===== config.mk =====
export PLATFORM = sky130hd
export DESIGN_NAME = obstacle_avoid_fsm
export DESIGN_NICKNAME = d
export VERILOG_FILES = /design/src/sv/oaf_pkg.sv /design/src/sv/oaf_step.sv /design/src/sv/obstacle_avoid_fsm.sv
export SDC_FILE = /design/constraint.sdc
export NUM_CORES = 1
export LEC_CHECK = 0
export BUFFER_PORTS_ARGS = -buffer_cell sky130_fd_sc_hd__buf_2
export CAP_MARGIN = 20
export CORE_MARGIN = 2
export CORE_UTILIZATION = 40
export DETAILED_ROUTE_END_ITERATION = 6
export PLACE_DENSITY_LB_ADDON = 0.05
export SYNTH_ARGS = -nofsm -noshare
export SYNTH_HDL_FRONTEND = slang
export SYNTH_SLANG_ARGS = --single-unit
export TNS_END_PERCENT = 10

===== constraint.sdc =====
create_clock -name clk_i -period 6.4 [get_ports clk_i]
set_input_delay 0.32 -clock clk_i [delete_from_list [all_inputs] [get_ports clk_i]]
set_output_delay 0.32 -clock clk_i [all_outputs]
set_load 0.01 [all_outputs]

===== src/sv/oaf_pkg.sv =====
// ----------------------------------------------------------------------------
// oaf_pkg
// Shared types and constants for the obstacle-avoidance sequencer.
// ----------------------------------------------------------------------------
package oaf_pkg;

  localparam int unsigned ModeW   = 3;
  localparam int unsigned DistW   = 16;
  localparam int unsigned AngleW  = 16;
  localparam int unsigned TimeW   = 32;
  localparam int unsigned TolW    = 15;
  localparam int unsigned LinW    = 8;
  localparam int unsigned AngW    = 11;
  localparam int unsigned CfgIdxW = 3;
  localparam int unsigned CfgW    = 16;

  localparam logic [ModeW-1:0] MODE_IDLE          = 3'd0;
  localparam logic [ModeW-1:0] MODE_PAUSE         = 3'd1;
  localparam logic [ModeW-1:0] MODE_DECIDE        = 3'd2;
  localparam logic [ModeW-1:0] MODE_TURN_CLEAR    = 3'd3;
  localparam logic [ModeW-1:0] MODE_TURN_PARALLEL = 3'd4;
  localparam logic [ModeW-1:0] MODE_FWD_PARALLEL  = 3'd5;
  localparam logic [ModeW-1:0] MODE_TURN_CHECK    = 3'd6;
  localparam logic [ModeW-1:0] MODE_FWD_CLEAR     = 3'd7;

  localparam logic [CfgIdxW-1:0] REG_MIN_DIST     = 3'd0;
  localparam logic [CfgIdxW-1:0] REG_PAUSE        = 3'd1;
  localparam logic [CfgIdxW-1:0] REG_PAR_TURN     = 3'd2;
  localparam logic [CfgIdxW-1:0] REG_FWD_PAR      = 3'd3;
  localparam logic [CfgIdxW-1:0] REG_CHECK_TURN   = 3'd4;
  localparam logic [CfgIdxW-1:0] REG_FWD_CLEAR    = 3'd5;
  localparam logic [CfgIdxW-1:0] REG_HEADING_TOL  = 3'd6;

  localparam logic signed [AngW-1:0] TURN_RATE   = 11'sd600;
  localparam logic [LinW-1:0]        DRIVE_SPEED = 8'd200;

  typedef struct packed {
    logic [DistW-1:0] min_distance_mm;
    logic [15:0]      pause_ms;
    logic [15:0]      parallel_turn_ms;
    logic [15:0]      forward_parallel_ms;
    logic [15:0]      check_turn_ms;
    logic [15:0]      forward_clear_ms;
    logic [TolW-1:0]  heading_tolerance;
  } oaf_cfg_t;

  typedef struct packed {
    logic [ModeW-1:0]  mode_now;
    logic [ModeW-1:0]  mode_next;
    logic [TimeW-1:0]  start_time;
    logic              turn_neg;
    logic [AngleW-1:0] start_heading;
  } oaf_state_t;

  typedef struct packed {
    logic              restart;
    logic [DistW-1:0]  left_mm;
    logic [DistW-1:0]  center_mm;
    logic [DistW-1:0]  right_mm;
    logic [AngleW-1:0] heading;
    logic [TimeW-1:0]  time_ms;
  } oaf_in_t;

  typedef struct packed {
    logic [ModeW-1:0]       current_mode;
    logic [ModeW-1:0]       pending_mode;
    logic                   outcome;
    logic [LinW-1:0]        linear;
    logic signed [AngW-1:0] angular;
  } oaf_res_t;

endpackage


===== src/sv/oaf_step.sv =====
// ----------------------------------------------------------------------------
// oaf_step
// One control step: mode update, timeouts, obstacle flags and commands.
// ----------------------------------------------------------------------------
module oaf_step import oaf_pkg::*; (
  input  oaf_cfg_t   cfg_i,
  input  oaf_state_t state_i,
  input  oaf_in_t    word_i,
  output oaf_state_t state_o,
  output oaf_res_t   res_o
);

  logic              ob_any;
  logic [TimeW-1:0]  elapsed;
  logic [AngleW-1:0] hdiff;
  logic [AngleW:0]   hmag;
  logic              hmatch;
  logic [ModeW-1:0]  mode_cur;
  logic [TimeW-1:0]  start_cur;
  logic signed [AngW-1:0] turn_cmd;

  always_comb begin
    ob_any = (word_i.left_mm < cfg_i.min_distance_mm) ||
             (word_i.center_mm < cfg_i.min_distance_mm) ||
             (word_i.right_mm < cfg_i.min_distance_mm);

    if (state_i.mode_next != state_i.mode_now) begin
      mode_cur  = state_i.mode_next;
      start_cur = word_i.time_ms;
    end else begin
      mode_cur  = state_i.mode_now;
      start_cur = state_i.start_time;
    end
    elapsed = word_i.time_ms - start_cur;

    hdiff  = word_i.heading - state_i.start_heading;
    hmag   = hdiff[AngleW-1] ? (17'h10000 - {1'b0, hdiff}) : {1'b0, hdiff};
    hmatch = hmag < {2'b00, cfg_i.heading_tolerance};

    turn_cmd = state_i.turn_neg ? -TURN_RATE : TURN_RATE;

    state_o            = state_i;
    state_o.mode_now   = mode_cur;
    state_o.start_time = start_cur;

    res_o         = '0;

    if (word_i.restart) begin
      state_o.mode_now   = MODE_IDLE;
      state_o.mode_next  = MODE_IDLE;
      state_o.start_time = word_i.time_ms;
    end else begin
      unique case (mode_cur)
        MODE_IDLE: begin
          state_o.mode_next = MODE_PAUSE;
        end
        MODE_PAUSE: begin
          if (elapsed > {16'd0, cfg_i.pause_ms}) begin
            state_o.start_heading = word_i.heading;
            if (ob_any) begin
              state_o.mode_next = MODE_DECIDE;
            end else begin
              res_o.outcome     = 1'b1;
              state_o.mode_next = MODE_IDLE;
            end
          end
        end
        MODE_DECIDE: begin
          if (ob_any) begin
            state_o.turn_neg  = word_i.left_mm < word_i.right_mm;
            state_o.mode_next = MODE_TURN_CLEAR;
          end else begin
            res_o.outcome     = 1'b1;
            state_o.mode_next = MODE_IDLE;
          end
        end
        MODE_TURN_CLEAR: begin
          res_o.angular = turn_cmd;
          if (!ob_any) state_o.mode_next = MODE_TURN_PARALLEL;
        end
        MODE_TURN_PARALLEL: begin
          res_o.angular = turn_cmd;
          if (elapsed > {16'd0, cfg_i.parallel_turn_ms}) begin
            state_o.mode_next = MODE_FWD_PARALLEL;
          end
        end
        MODE_FWD_PARALLEL: begin
          res_o.linear = DRIVE_SPEED;
          if (ob_any) begin
            state_o.mode_next = MODE_TURN_CLEAR;
          end else if (elapsed > {16'd0, cfg_i.forward_parallel_ms}) begin
            state_o.mode_next = MODE_TURN_CHECK;
          end
        end
        MODE_TURN_CHECK: begin
          res_o.angular = -turn_cmd;
          if (ob_any) begin
            state_o.mode_next = MODE_TURN_CLEAR;
          end else if (hmatch) begin
            res_o.outcome     = 1'b1;
            state_o.mode_next = MODE_IDLE;
          end else if (elapsed > {16'd0, cfg_i.check_turn_ms}) begin
            state_o.mode_next = MODE_FWD_CLEAR;
          end
        end
        default: begin
          res_o.linear = DRIVE_SPEED;
          if (ob_any) begin
            state_o.mode_next = MODE_TURN_CLEAR;
          end else if (elapsed > {16'd0, cfg_i.forward_clear_ms}) begin
            res_o.outcome     = 1'b1;
            state_o.mode_next = MODE_IDLE;
          end
        end
      endcase
    end

    res_o.current_mode = mode_cur;
    res_o.pending_mode = state_o.mode_next;
  end

endmodule


===== src/sv/obstacle_avoid_fsm.sv =====
// ----------------------------------------------------------------------------
// obstacle_avoid_fsm
// Obstacle-avoidance sequencer for a rover, one result word per non-restart control step.
// ----------------------------------------------------------------------------
// Input channel: in_valid_i / in_stall_o with one sensor word per step
// (restart flag, three sonar distances, heading, ms timestamp).
// Output channel: out_valid_o / out_stall_i with mode, pending mode, outcome
// and velocity commands. A restart word returns the sequencer to idle and
// produces no result word.
// Path: input register, then step logic into the result register.
// Throughput: one word per cycle while out_stall_i is low; the sequencer
// state register is read and written in the same cycle, so consecutive
// steps follow back to back.
// Stall: while out_stall_i holds a result, one more word waits in the input
// register, then in_stall_o rises; restart words drain even under stall.
// Reset: asynchronous, active low; clears both pipeline valids, sets the
// sequencer to idle with zero timer and heading, and loads default registers.
// Configuration: cfg_we_i writes cfg_data_i into register cfg_idx_i at once;
// indexes beyond the register list are ignored. Write only while idle.
// ----------------------------------------------------------------------------
module obstacle_avoid_fsm import oaf_pkg::*; (
  input  logic                   clk_i,
  input  logic                   rst_ni,
  input  logic                   cfg_we_i,
  input  logic [CfgIdxW-1:0]     cfg_idx_i,
  input  logic [CfgW-1:0]        cfg_data_i,
  input  logic                   in_valid_i,
  output logic                   in_stall_o,
  input  logic                   in_restart_i,
  input  logic [DistW-1:0]       in_left_distance_mm_i,
  input  logic [DistW-1:0]       in_center_distance_mm_i,
  input  logic [DistW-1:0]       in_right_distance_mm_i,
  input  logic [AngleW-1:0]      in_heading_angle_i,
  input  logic [TimeW-1:0]       in_time_ms_i,
  output logic                   out_valid_o,
  input  logic                   out_stall_i,
  output logic [ModeW-1:0]       out_current_mode_o,
  output logic [ModeW-1:0]       out_pending_mode_o,
  output logic                   out_outcome_o,
  output logic [LinW-1:0]        out_linear_mm_s_o,
  output logic signed [AngW-1:0] out_angular_mrad_s_o
);

  oaf_cfg_t   cfg_q;
  oaf_state_t state_q, state_d;
  oaf_in_t    word_q;
  oaf_res_t   res_q, res_d;
  logic       s1_valid_q;
  logic       out_valid_q;
  logic       out_ready;
  logic       advance;
  logic       in_accept;

  assign out_ready  = !out_valid_q || !out_stall_i;
  assign advance    = s1_valid_q && (word_q.restart || out_ready);
  assign in_stall_o = s1_valid_q && !advance;
  assign in_accept  = in_valid_i && !in_stall_o;

  always_ff @(posedge clk_i or negedge rst_ni) begin
    if (!rst_ni) begin
      cfg_q.min_distance_mm     <= 16'd500;
      cfg_q.pause_ms            <= 16'd1000;
      cfg_q.parallel_turn_ms    <= 16'd800;
      cfg_q.forward_parallel_ms <= 16'd1500;
      cfg_q.check_turn_ms       <= 16'd2500;
      cfg_q.forward_clear_ms    <= 16'd3000;
      cfg_q.heading_tolerance   <= 15'd1043;
    end else if (cfg_we_i) begin
      unique case (cfg_idx_i)
        REG_MIN_DIST:    cfg_q.min_distance_mm     <= cfg_data_i;
        REG_PAUSE:       cfg_q.pause_ms            <= cfg_data_i;
        REG_PAR_TURN:    cfg_q.parallel_turn_ms    <= cfg_data_i;
        REG_FWD_PAR:     cfg_q.forward_parallel_ms <= cfg_data_i;
        REG_CHECK_TURN:  cfg_q.check_turn_ms       <= cfg_data_i;
        REG_FWD_CLEAR:   cfg_q.forward_clear_ms    <= cfg_data_i;
        REG_HEADING_TOL: cfg_q.heading_tolerance   <= cfg_data_i[TolW-1:0];
        default: ;
      endcase
    end
  end

  always_ff @(posedge clk_i or negedge rst_ni) begin
    if (!rst_ni) begin
      s1_valid_q <= 1'b0;
    end else if (in_accept) begin
      s1_valid_q <= 1'b1;
    end else if (advance) begin
      s1_valid_q <= 1'b0;
    end
  end

  always_ff @(posedge clk_i) begin
    if (in_accept) begin
      word_q.restart   <= in_restart_i;
      word_q.left_mm   <= in_left_distance_mm_i;
      word_q.center_mm <= in_center_distance_mm_i;
      word_q.right_mm  <= in_right_distance_mm_i;
      word_q.heading   <= in_heading_angle_i;
      word_q.time_ms   <= in_time_ms_i;
    end
  end

  oaf_step u_step (
    .cfg_i   (cfg_q),
    .state_i (state_q),
    .word_i  (word_q),
    .state_o (state_d),
    .res_o   (res_d)
  );

  always_ff @(posedge clk_i or negedge rst_ni) begin
    if (!rst_ni) begin
      state_q.mode_now      <= MODE_IDLE;
      state_q.mode_next     <= MODE_IDLE;
      state_q.start_time    <= '0;
      state_q.turn_neg      <= 1'b0;
      state_q.start_heading <= '0;
    end else if (advance) begin
      state_q <= state_d;
    end
  end

  always_ff @(posedge clk_i or negedge rst_ni) begin
    if (!rst_ni) begin
      out_valid_q <= 1'b0;
    end else if (out_ready) begin
      out_valid_q <= advance && !word_q.restart;
    end
  end

  always_ff @(posedge clk_i) begin
    if (advance && !word_q.restart) begin
      res_q <= res_d;
    end
  end

  assign out_valid_o          = out_valid_q;
  assign out_current_mode_o   = res_q.current_mode;
  assign out_pending_mode_o   = res_q.pending_mode;
  assign out_outcome_o        = res_q.outcome;
  assign out_linear_mm_s_o    = res_q.linear;
  assign out_angular_mrad_s_o = res_q.angular;

  a_success_goes_idle: assert property (@(posedge clk_i) disable iff (!rst_ni)
    out_valid_q && res_q.outcome |-> res_q.pending_mode == MODE_IDLE)
    else $error("success result without return to idle");

  a_drive_only_forward: assert property (@(posedge clk_i) disable iff (!rst_ni)
    out_valid_q && (res_q.linear != '0) |->
      (res_q.current_mode == MODE_FWD_PARALLEL) || (res_q.current_mode == MODE_FWD_CLEAR))
    else $error("forward speed outside a forward mode");

  a_stall_needs_word: assert property (@(posedge clk_i) disable iff (!rst_ni)
    in_stall_o |-> s1_valid_q && out_valid_q && out_stall_i)
    else $error("input stalled without a held word");

  a_restart_to_idle: assert property (@(posedge clk_i) disable iff (!rst_ni)
    advance && word_q.restart |=>
      (state_q.mode_now == MODE_IDLE) && (state_q.mode_next == MODE_IDLE))
    else $error("restart did not return to idle");

  a_result_held: assert property (@(posedge clk_i) disable iff (!rst_ni)
    out_valid_q && out_stall_i |=> out_valid_q && $stable(res_q))
    else $error("held result changed under stall");

endmodule


==> reports/metrics.cfg <==
[pwr]
power.density_mw_per_mm2 = 505
p_leak_nw = 9.44
ir_worst_vdd_mv = 0.214

[final_layout]
syn_to_final_growth_pct = 20.2
antennaDiodeCount = 0
fin_nets = 2293
fin_util_pct = 48.9
final_cell_mix = ha_1, inv_1, o21ai_0
drive_gt1_share_pct = 18.7
layout_commonest_cell = ha_1

[sta]
rsz0062_at_grt = false
finalSetupTns_ps = 0
drv_slew = 0
worstMarginPinSlew_ps = 1050
skew_ps = 24.8
finalSetupViolations = 0
min_period_ps = 5740
fin_crit_sh_pct = 89.8
maxSlewHeadroom_pct = 29.7
hold_viol = 0
max_freq_mhz = 174

[worst_setup_path]
cp-startpoint = state_q[54]$_DFFE_PN0P_
worst_setup_path_start_kind = flop
cp_top_family = compound AO/OA/AOI/OAI gates
worstPathMaxFanout = 7
cp-end-kind = flop
crit_type = reg2reg
required_ps = 6680
reg2reg_from = state_q[54]$_DFFE_PN0P_
crit_path_top_delay_cell = a2111oi_0
critical_path_buf_inv_count = 3
cpPeakStageDelay_ps = 680
crit_chain = xor2_1 > nor3_4 > nand2_1 > o21ai_0 > ha_1 > inv_1 > ha_1 > inv_1 > maj3_1 > maj3_1 > o22a_1 > o21ai_1 > ha_1 > nand2_1 > a21oi_1 > a2111oi_0 > buf_4 > or3_1 > a31oi_1 > o21ai_0 > nand2_1 > a41o_1 > nor2b_1
critPathArrivalTime_ps = 6030

[floorplanning]
start_util_pct = 40.7
die_w_um = 214
dieArea_sq_mm = 0.0457
core_area_sq_mm = 0.0433
ios = 149
rows = 76
floorplan.die.height_um = 214

[cts]
cts_sinks = 276
clock-root-buffer = clkbuf_16
clkSlewWorstSetupHoldPaths_ps = 50
htree_levels = 2
cts_tree = built
clk_latency_ps = 550
cts-resized-gates = 0
post_cts_buffers = 0
ctsHoldBuffers = 99
cts_buffers = 35
cts.path.max_buffers = 3

[synth]
synth_mux_area_share_pct = 6.36
synthArstFlopShare_pct = 60.9
ys_top_cells_by_area = dfrtp_1, edfxtp_1, ha_1
synth_top_area_cell = dfrtp_1
ys_seq_area_share_pct = 42.6
ys_warn_count = 0
synth_top_family_by_area = compound AO/OA/AOI/OAI gates
synthCells = 1733
synth_top_area_share_pct = 18.5
synth-main-ff-cell = dfrtp_1
synth_fa_ha_area_share_pct = 14.4
yosys.area_share.simple_pct = 11.9
syn_area_per_cell_sq_um = 10.2
synth_edf_count = 108
ys_types = 87
syn_area_sq_mm = 0.0176
ys_seq_elements = 276
synth-xor-area-share_pct = 3.13
synth_compound_area_share_pct = 16.1

[detailed_routing]
vias = 13400
drt-total-wl_um = 46100
ant_nets = 0
first_iter_violations = 589
first_pass_iters = 5
drc = 0
viasPerCell = 5.18
routedWlPerCell_um = 17.8

[placed_design]
io_buffers = 140
dp_hpwl_um = 34700
gp_congestion = 0.885

[global_routing]
antenna_found_initial = 1
grt_pass1_wl_um = 73800
grt_use_total_pct = 20.8
grt_max_degree = 65
first_global_vias = 13600
overflow = 0

[status]
status = completed

[flow_run]
maxCapViolations = 0

[worst_hold_path]
hold_path_class = in2reg
hold_path.startpoint = out_stall_i

-- power breakdown --
| group | internal [mW] | switching [mW] | total, mW | leakage [nW] |
|---|---|---|---|---|
| combinational | 2.65 | 3.62 | 6.27 | 5.85 |
| sequential | 2.22 | 0.190 | 2.41 | 3.02 |
| clock | 1.22 | 0.785 | 2.01 | 0.563 |
| total | 6.09 | 4.60 | 10.7 | 9.44 |
-- final timing paths --
path / end / depth (start not counted) / slack (ps)
min in group asynchronous: state_q[4]$_DFFE_PN0P_ / 2 / 340
setup / recovery: out_pending_mode_o[1]$_DFFE_PP_ / 23 / 660
hold reg to reg: state_q[8]$_DFFE_PN0P_ / 2 / 500
max in group asynchronous: cfg_q[44]$_DFFE_PN0P_ / 3 / 4730
hold / removal: out_valid_o$_DFFE_PN0P_ / 3 / 40
setup reg to reg: out_pending_mode_o[1]$_DFFE_PP_ / 23 / 660
-- synth_stat cells (7+ instances only) --
cell         n
a2111oi_0    7
a211oi_1    11
a21o_1      47
a21oi_1     82
a221oi_1     7
a31oi_1     11
and2_1       9
and3_1      11
buf_4       17
clkbuf_1    36
dfrtp_1    130
dfstp_2     38
edfxtp_1   108
ha_1       191
inv_1      168
maj3_1      10
mux2_2      78
mux2i_1     21
nand2_1    145
nand2b_1    29
nand3_1     17
nand4_1     24
nor2_1      78
nor2b_1     28
nor3_1      23
nor4_1      11
o21a_1      19
o21ai_0    154
o21bai_1    13
o31ai_1      9
or3_1        9
xnor2_1     28
xor2_1      28
-- state kept, by name, indices dropped and copies added, names as in the netlist, 3 cells and up --
register              cells
cfg_q                   111
out_current_mode_o        3
word_q                   97
state_q                  55
out_pending_mode_o        3
out_angular_mrad_s_o      3
-- logic make-up (layout without fill, tap and decap cells) --
family | Yosys count | after routing
AOI/OAI and AO/OA | 436 | 436
xor gates and xnor gates | 59 | 59
adders and majority gates | 204 | 204
buffers and inverters | 237 | 503
DFF | 276 | 276
muxes | 101 | 101
other | 1 | 8
and+or+nand+nor | 419 | 419
-- metal layers --
metal | vias up | share of wire [%] | global-route usage (%)
met5 | - | 0.020 | 0
met4 | 2 | 2.5 | 6.49
met3 | 68 | 3.7 | 2.81
met2 | 277 | 45 | 33.0
met1 | 6340 | 49 | 29.5
li1 | 6728 | - | -
-- final cells by class --
cell class / count / area, sq um
inverter: 168 / 631
multi-input combinational: 1227 / 9180
clock inverter: 16 / 203
tap: 585 / 732
clock buffer: 47 / 962
fill: 4043 / 22100
timing repair buffer: 272 / 1960
sequential: 276 / 7490
-- through the flow --
step	power, mW	setup slack [ps]	instance area [sq um]	cells	hold WS [ps]
finish	10.7	655	21200	2591	42.7
global route	11.7	338	21200	2591	45.9
detailed placement	8.65	622	19000	2429	370
CTS	10.8	573	21200	2591	8.92
global placement	8.55	691	19000	2429	358
floorplan	6.74	1180	17600	1740	24.4
-- worst register-to-register path, cell delays in order, from the launching register on --
cell and delay [ps]:
dfrtp_1 380, xor2_1 520, nor3_4 120, nand2_1 100
o21ai_0 90, ha_1 230, inv_1 90, ha_1 270
inv_1 170, maj3_1 380, maj3_1 370, o22a_1 180
o21ai_1 260, ha_1 350, nand2_1 70, a21oi_1 40
a2111oi_0 680, buf_4 230, or3_1 100, a31oi_1 180
o21ai_0 220, nand2_1 80, a41o_1 270, nor2b_1 130
Note: power is estimated with default switching activity, not from simulation.
